$ cat config.mk
export PLATFORM = sky130hd
export DESIGN_NAME = efqf_wire_out
export DESIGN_NICKNAME = d
export VERILOG_FILES = /design/src/design/efqf_pkg.sv /design/src/design/efqf_wire_out.sv
export SDC_FILE = /design/constraint.sdc
export NUM_CORES = 1
export LEC_CHECK = 0
export ABC_AREA = 1
export BUFFER_PORTS_ARGS = -buffer_cell sky130_fd_sc_hd__buf_2
export CORE_ASPECT_RATIO = 2
export CORE_MARGIN = 3
export CORE_UTILIZATION = 50
export CTS_CLUSTER_DIAMETER = 40
export DETAILED_ROUTE_END_ITERATION = 10
export PLACE_DENSITY_LB_ADDON = 0.15
export SETUP_SLACK_MARGIN = 0.4
export SYNTH_ARGS = -nofsm -noshare
export SYNTH_HDL_FRONTEND = slang
export SYNTH_SLANG_ARGS = --single-unit
export TNS_END_PERCENT = 50
$ cat constraint.sdc
create_clock -name clock -period 2.1 [get_ports clock]
set_input_delay 0.315 -clock clock [delete_from_list [all_inputs] [get_ports clock]]
set_output_delay 0.315 -clock clock [all_outputs]
set_load 0.05 [all_outputs]
$ cat src/design/efqf_pkg.sv
// Shared types, constants and the CRC-32 byte update for the Ethernet frame queue framer.
// Used by the framer top level and by its wire output stage; depends on nothing else.
package efqf_pkg;

   localparam logic [31:0] CRC_POLY = 32'hEDB88320;
   localparam logic [31:0] CRC_INIT = 32'hFFFFFFFF;
   localparam logic [7:0] PREAMBLE_VALUE = 8'h55;
   localparam logic [7:0] SFD_VALUE = 8'hD5;

   typedef enum logic [2:0] {
      KIND_IDLE,
      KIND_CONST,
      KIND_DATA,
      KIND_PAD,
      KIND_FCS
   } kind_type;

   typedef struct packed {
      kind_type kind;
      logic [7:0] value;
      logic [1:0] fcs_index;
   } tick_info_type;

   function automatic logic [31:0] crc_byte(input logic [31:0] crc, input logic [7:0] data);
      logic [31:0] c;
      c = crc ^ {24'h000000, data};
      for (int k = 0; k < 8; k++) begin
         c = c[0] ? ((c >> 1) ^ CRC_POLY) : (c >> 1);
      end
      return c;
   endfunction

endpackage

$ cat src/design/efqf_wire_out.sv
// Wire output stage of the Ethernet frame queue framer: running CRC-32 and output register.
// Takes one decoded tick item and the frame byte read from the store; uses efqf_pkg.
module efqf_wire_out
   import efqf_pkg::*;
(
   input  logic          clock,
   input  logic          reset,
   input  logic          in_valid,
   input  tick_info_type in_info,
   input  logic [7:0]    rd_data,
   output logic          take,
   output logic          rsp_tvalid,
   input  logic          rsp_tready,
   output logic [15:0]   rsp_tdata   // wire_valid [0], wire_byte [8:1]
);

   logic [31:0] crc_ff;
   logic [31:0] crc_in;
   logic [31:0] fcs;
   logic        out_valid_ff;
   logic        wire_valid_ff;
   logic [7:0]  wire_byte_ff;
   logic        wire_valid;
   logic [7:0]  wire_byte;

   assign take = in_valid && (!out_valid_ff || rsp_tready);
   assign fcs = ~crc_ff;

   always_comb begin
      crc_in = crc_ff;
      wire_valid = 1'b1;
      wire_byte = in_info.value;
      case (in_info.kind)
         KIND_CONST: begin
            crc_in = CRC_INIT;
         end
         KIND_DATA: begin
            wire_byte = rd_data;
            crc_in = crc_byte(crc_ff, rd_data);
         end
         KIND_PAD: begin
            wire_byte = 8'h00;
            crc_in = crc_byte(crc_ff, 8'h00);
         end
         KIND_FCS: begin
            wire_byte = fcs[{in_info.fcs_index, 3'b000} +: 8];
         end
         default: begin
            wire_valid = 1'b0;
            wire_byte = 8'h00;
         end
      endcase
   end

   always_ff @(posedge clock) begin
      if (reset) begin
         crc_ff <= CRC_INIT;
         out_valid_ff <= 1'b0;
      end else begin
         if (take) begin
            crc_ff <= crc_in;
            out_valid_ff <= 1'b1;
         end else if (rsp_tready) begin
            out_valid_ff <= 1'b0;
         end
      end
   end

   always_ff @(posedge clock) begin
      if (take) begin
         wire_valid_ff <= wire_valid;
         wire_byte_ff <= wire_byte;
      end
   end

   assign rsp_tvalid = out_valid_ff;
   assign rsp_tdata = {7'b0000000, wire_byte_ff, wire_valid_ff};

endmodule

==> qor.txt, run 1 <==
PD cells - 658 mW/mm^2
Final Setup Violations - 0
Vias/cell - 5.92
Drc violations - 0
Seq pwr share - 0.261
Status - complete, no violations
Max-slew violations - 0
Worst slack at placement - 0.0115 ns
Crit path kind - flop to flop
RSZ-0062 raised after global routing - true
Gate power share - 0.454
Final Skew - 0.00502 ns
Switch Pwr - 0.00148 W
Clk slew on worst S/H paths - 0.07 ns
Met1 Use GR - 0.361
# diodes - 0
CTS Buffer Depth - 2
Chip width - 71.7 um
CP max stage cell - dfxtp_4
Most common cell after layout, fill and taps aside - nand2_1
Slew HR - 0.597
Setup TNS - 0 ns
Layout net count - 802
Syn. warnings - 0
Clk root buf - clkbuf_16
Peak supply drop - 0.372 mV
Seq/Total Area, Yosys - 0.216
Cell Int Power - 0.00217 W
Period utilization - 0.804
Fmax - 592 MHz
DRT antenna net count - 0
Total CTS buffers - 5
CTS tree - done
Total routed wirelength - 17300 um
Final HPWL DP - 12500 um
Final min period - 1.69 ns
Slowest stage delay, CP - 0.40 ns
Later-pin clock latency in the skew report - 0.29 ns
Most frequent CP cell - nand2_1
# clock sinks - 42
GRT overflow - 0
Crit path max fanout - 6
Largest net degree at the start of global routing - 33
Layout cell share with drive strength beyond 1 - 0.292
Routed wire per std cell - 19.8 um
Starting DRT DRC Count - 675
Synth area leader - nand2_1
Leakage - 2.69 nW
Global Route Usage Sum - 0.344
Max_cap viols - 0
CTS H-tree lvls - 2
Required time of the worst setup path - 2.29 ns
I/O pins - 43
Die area - 0.00985 mm^2
CP Cell Sequence - inv_4 -> buf_4 -> nand2_1 -> nand2_2 -> xor2_2 -> nand2_1 -> nand2_1 -> o21ai_0 -> o211ai_1 -> nand2_1 -> nand2_1
Synthesis-to-finish area growth - 28.6%
CP Buf/Inv Count - 2
Measured slew at the worst slew-check pin - 0.604 ns
Sw Share - 0.406
Grt met3 use - 0.0431
Clock power share - 0.285
Most frequent cells in the layout - 210 x nand2_1, 57 x buf_4, 49 x nand3_1
Register bit total from synthesis - 42
Critical Path Source Type - flop
Setup WS post-layout - 0.411 ns
Top Family by Delay on Critical Path - simple AND/OR/NAND/NOR gates
Post-Synthesis Cells - 698
GRT Max-Usage Layer - met2
Number of global-route vias before repair - 4727
Yosys cell types - 40
Synth area leaders - nand2_1 22%, dfxtp_1 15%, xor2_1 9.5%, edfxtp_1 6.3%, nand3_1 6.1%
Worst Path Arrival - 1.88 ns
Via count - 5186
Std cell rows - 47
Met2 Usage GRT - 0.605
CORE AREA - 0.00835 mm^2
Final core occ - 0.665
Initial antenna violation count - 0
Hold Path Class - input port to flop
Initial Util - 0.517
Syn Std Cell Area - 0.00432 mm^2
Critical path endpoint category - flop
Port Buffers - 35
Share of the synthesized area in the top cell type - 0.219
First drt pass iteration count - 7
GPL Wtd Cong - 1.02
Height of the die - 137 um
Final hold violation count - 0
First-pass GRT wire length - 25200 um
Syn avg cell area - 6.19 um^2
## cell type report
cell class | instances | area [um^2]
Multi-Input combinational cell | 564 | 3270
Fill cell | 789 | 2800
Sequential cell | 42 | 956
Timing Repair Buffer | 103 | 766
Inverter | 61 | 251
Clock buffer | 5 | 125
Tap cell | 98 | 123
Clock inverter | 3 | 63.8
## flip-flops by register name (all words and copies together), names as in the netlist
name and flops:
wire_byte_ff 8, wire_valid_ff 1, rsp_tvalid 1, crc_ff 32
## worst paths after layout
path	end	cells after the start	slack [ns]	from
max	crc_ff[5]	11	0.41	crc_ff[4]
min reg2reg	rsp_tvalid	2	0.48	rsp_tvalid
max reg2reg	crc_ff[5]	11	0.41	crc_ff[4]
min	rsp_tvalid	4	0.29	rsp_tready
## cell families after synthesis
group | synth area share
AOI/OAI and AO/OA | 0.164
xor gates and xnor gates | 0.153
buffers and inverters | 0.107
DFF | 0.216
other | 0.000868
and+or+nand+nor | 0.359
## through the flow
step / area (um^2) / hold slack, ns / cells / power, W
5_1_grt: 5550 / 0.313 / 876 / 0.00381
3_5_place_dp: 4700 / 0.472 / 836 / 0.00233
3_3_place_gp: 4700 / 0.456 / 836 / 0.00231
6_report: 5550 / 0.288 / 876 / 0.00365
2_1_floorplan: 4340 / 0.436 / 704 / 0.00194
4_1_cts: 5080 / 0.286 / 854 / 0.00343
## worst reg2reg max path, delay by kind of cell, from the launching register on
kind                      cells  cell delay [ns]
DFF                           1             0.40
xor gates and xnor gates      1             0.18
buffers and inverters         2             0.20
and+or+nand+nor               6             0.45
AOI/OAI and AO/OA             2             0.34
## power groups by stage
| stage | Clock (W) | Sequential [W] | Combinational [W] |
|---|---|---|---|
| final | 0.00104 | 0.000954 | 0.00166 |
| after CTS | 0.00105 | 0.000949 | 0.00143 |
| after global routing | 0.00108 | 0.000959 | 0.00178 |
| after floorplan | 0 | 0.000983 | 0.000961 |
| after global placement | 0 | 0.000963 | 0.00135 |
| after detailed placement | 0 | 0.000966 | 0.00136 |
## cells in the mapped netlist
master,instances
a211oi_1,2
a21boi_1,1
a21oi_1,39
a21oi_2,1
a21oi_4,1
buf_1,2
buf_2,10
buf_4,11
buf_6,5
clkbuf_1,9
clkinv_1,1
conb_1,1
dfxtp_1,33
edfxtp_1,9
inv_1,45
inv_2,14
inv_4,1
nand2_1,252
nand2_2,17
nand2_4,4
nand3_1,53
nand3b_1,2
nor2_1,27
nor2_2,2
nor2_4,3
o211ai_1,20
o21ai_0,39
o21ai_1,13
o221ai_1,3
o22ai_1,1
o311ai_1,1
o31ai_1,2
or2_0,1
or2_1,1
or2_2,2
xnor2_1,18
xnor2_2,1
xnor2_4,1
xor2_1,47
xor2_2,3
## routing by layer
metal	vias up	wire (um)
met5	-	0
met4	0	1610
met3	113	1390
met2	347	8530
met1	2345	5790
li1	2381	-
## what timing repair did
action                                  CTS  global route
pin swaps                                 6            21
resized for setup                        35            80
cloned                                    0             0
endpoints found under the setup margin   26            26
setup buffers                            10            22
hold buffers                              0             0
Note: power is estimated with default switching activity, not from simulation.
==> run 2, diff against run 1 <==
Clock period 2.1 ns to 1.7 ns, I/O delays scaled along.
==> qor.txt, run 2 (synthesized netlist as in run 1, its figures left out) <==
Status - complete, no violations (unchanged)
CP Cell Sequence - buf_6 -> xnor2_4 -> buf_6 -> buf_12 -> xor2_4 -> xor2_1 -> o21ai_1 -> nand2_1 -> nand2_1 -> nand2_1 (was inv_4 -> buf_4 -> nand2_1 -> nand2_2 -> xor2_2 -> nand2_1 -> nand2_1 -> o21ai_0 -> o211ai_1 -> nand2_1 -> nand2_1)
Final min period - 1.61 ns (was 1.69 ns)
Final HPWL DP - 13000 um (was 12500 um)
Final Skew - 0.00619 ns (was 0.00502 ns)
Final hold violation count - 0 (unchanged)
Placed cell areas - 0.00516 mm^2 (was 0.00470 mm^2)
Largest registers - crc_ff: 32 flops, wire_byte_ff: 8 flops (unchanged)
Final Cell Area - 0.00655 mm^2 (was 0.00555 mm^2)
Layout cell share with drive strength beyond 1 - 0.412 (was 0.292)
Crit path launch - crc_ff[1] (was crc_ff[4])
Max_cap viols - 0 (unchanged)
Critical path endpoint category - flop (unchanged)
PD cells - 742 mW/mm^2 (was 658 mW/mm^2)
Initial antenna violation count - 0 (unchanged)
Layout net count - 838 (was 802)
Largest net degree at the start of global routing - 26 (was 33)
Setup TNS - 0 ns (unchanged)
Largest register FFs - 32 (unchanged)
Total CTS buffers - 5 (unchanged)
CTS Hold Bufs - 0 (unchanged)
# clock sinks - 42 (unchanged)
Most common cell after layout, fill and taps aside - nand2_1 (unchanged)
Die area - 0.00985 mm^2 (unchanged)
Slew HR - 0.609 (was 0.597)
Leakage - 3.08 nW (was 2.69 nW)
Met1 Use GR - 0.400 (was 0.361)
Fmax - 623 MHz (was 592 MHz)
Measured slew at the worst slew-check pin - 0.582 ns (was 0.604 ns)
CP max stage cell - dfxtp_4 (unchanged)
Drc violations - 0 (unchanged)
Slowest stage delay, CP - 0.36 ns (was 0.40 ns)
Critical Path Source Type - flop (unchanged)
Chip width - 71.7 um (unchanged)
GPL Wtd Cong - 1.06 (was 1.02)
Global Route Usage Sum - 0.365 (was 0.344)
DRT antenna net count - 0 (unchanged)
Std cell rows - 47 (unchanged)
First-pass GRT wire length - 26900 um (was 25200 um)
Min Hold Slack - 0.258 ns (was 0.288 ns)
Vias/cell - 5.86 (was 5.92)
Peak supply drop - 0.590 mV (was 0.372 mV)
# diodes - 0 (unchanged)
RSZ-0062 raised after global routing - true (unchanged)
Hold Startpoint - rsp_tready (unchanged)
Met2 Usage GRT - 0.621 (was 0.605)
Routed wire per std cell - 20.2 um (was 19.8 um)
CTS Buffer Depth - 2 (unchanged)
Clk slew on worst S/H paths - 0.07 ns (about the same)
CTS tree - done (unchanged)
Synthesis-to-finish area growth - 51.7% (was 28.6%)
GRT Max-Usage Layer - met2 (unchanged)
Total routed wirelength - 18400 um (was 17300 um)
Worst Path Arrival - 1.80 ns (was 1.88 ns)
Required time of the worst setup path - 1.89 ns (was 2.29 ns)
I/O pins - 43 (unchanged)
RR Startpoint - crc_ff[1] (was crc_ff[4])
CORE AREA - 0.00835 mm^2 (unchanged)
Port Buffers - 35 (unchanged)
Crit path kind - flop to flop (unchanged)
First drt pass iteration count - 5 (was 7)
Final Setup Violations - 0 (unchanged)
Via count - 5342 (was 5186)
Max-slew violations - 0 (unchanged)
Clk root buf - clkbuf_16 (unchanged)
Most frequent CP cell - nand2_1 (unchanged)
Initial Util - 0.517 (unchanged)
CP Buf/Inv Count - 3 (was 2)
Most frequent cells in the layout - 181 x nand2_1, 66 x buf_4, 46 x nand2_2 (was 210 x nand2_1, 57 x buf_4, 49 x nand3_1)
Later-pin clock latency in the skew report - 0.30 ns (was 0.29 ns)
Number of global-route vias before repair - 5064 (was 4727)
Period utilization - 0.945 (was 0.804)
Grt met3 use - 0.0343 (was 0.0431)
Largest Register - crc_ff (unchanged)
GRT overflow - 0 (unchanged)
CTS H-tree lvls - 2 (unchanged)
Top Family by Delay on Critical Path - XOR/XNOR gates (was simple AND/OR/NAND/NOR gates)
Crit path max fanout - 5 (was 6)
Height of the die - 137 um (unchanged)
Hold Path Class - input port to flop (unchanged)
Starting DRT DRC Count - 453 (was 675)
## run 2: report_power, final
part	switching [W]	internal [W]
logic	0.00149	0.00104
registers	0.0000957	0.00109
clock network	0.000454	0.000696
total	0.00204	0.00282
## run 2: per-layer routing
metal  up-vias  wire, um
li1       2445         -
met1      2460      6390
met2       326      9150
met3       111      1280
met4         0      1600
met5         -         0
## run 2: area by class of cell
type	instances	area [um^2]
clock buffer	6	129
clock inverter	2	37.5
fill	614	1800
inverter	61	264
multi-input combinational	564	3830
sequential	42	970
tap	98	123
timing repair buffer	139	1190
## run 2: timing repair
item / 4_1_cts / 5_1_grt
setup buffers: 19 / 8
gates cloned: 0 / 1
pin swaps: 53 / 72
resized for setup: 134 / 111
endpoints found under the setup margin: 36 / 40
## run 2: path summary, 6_finish.rpt
kind | cells after the start | slack [ns] | to
worst max-delay path | 10 | 0.09 | crc_ff[21]
worst min-delay path | 4 | 0.26 | rsp_tvalid
worst max register to register | 10 | 0.09 | crc_ff[21]
worst min register to register | 2 | 0.49 | crc_ff[29]
## run 2: worst min-delay path: stages
cell and delay, ns:
buf_2 0.07, inv_1 0.05, nand2_4 0.08, a21oi_1 0.06
## run 2: per-stage QoR
| step | util | worst slack, ns | total power [W] | instances |
|---|---|---|---|---|
| 5_1_grt | 0.785 | -0.00991 | 0.00508 | 912 |
| 3_5_place_dp | 0.617 | -0.161 | 0.00307 | 876 |
| 4_1_cts | 0.720 | 0.100 | 0.00452 | 903 |
| 6_report | 0.785 | 0.0942 | 0.00486 | 912 |
| 2_1_floorplan | - | 0.234 | 0.00245 | 704 |
| 3_3_place_gp | 0.617 | -0.154 | 0.00305 | 876 |
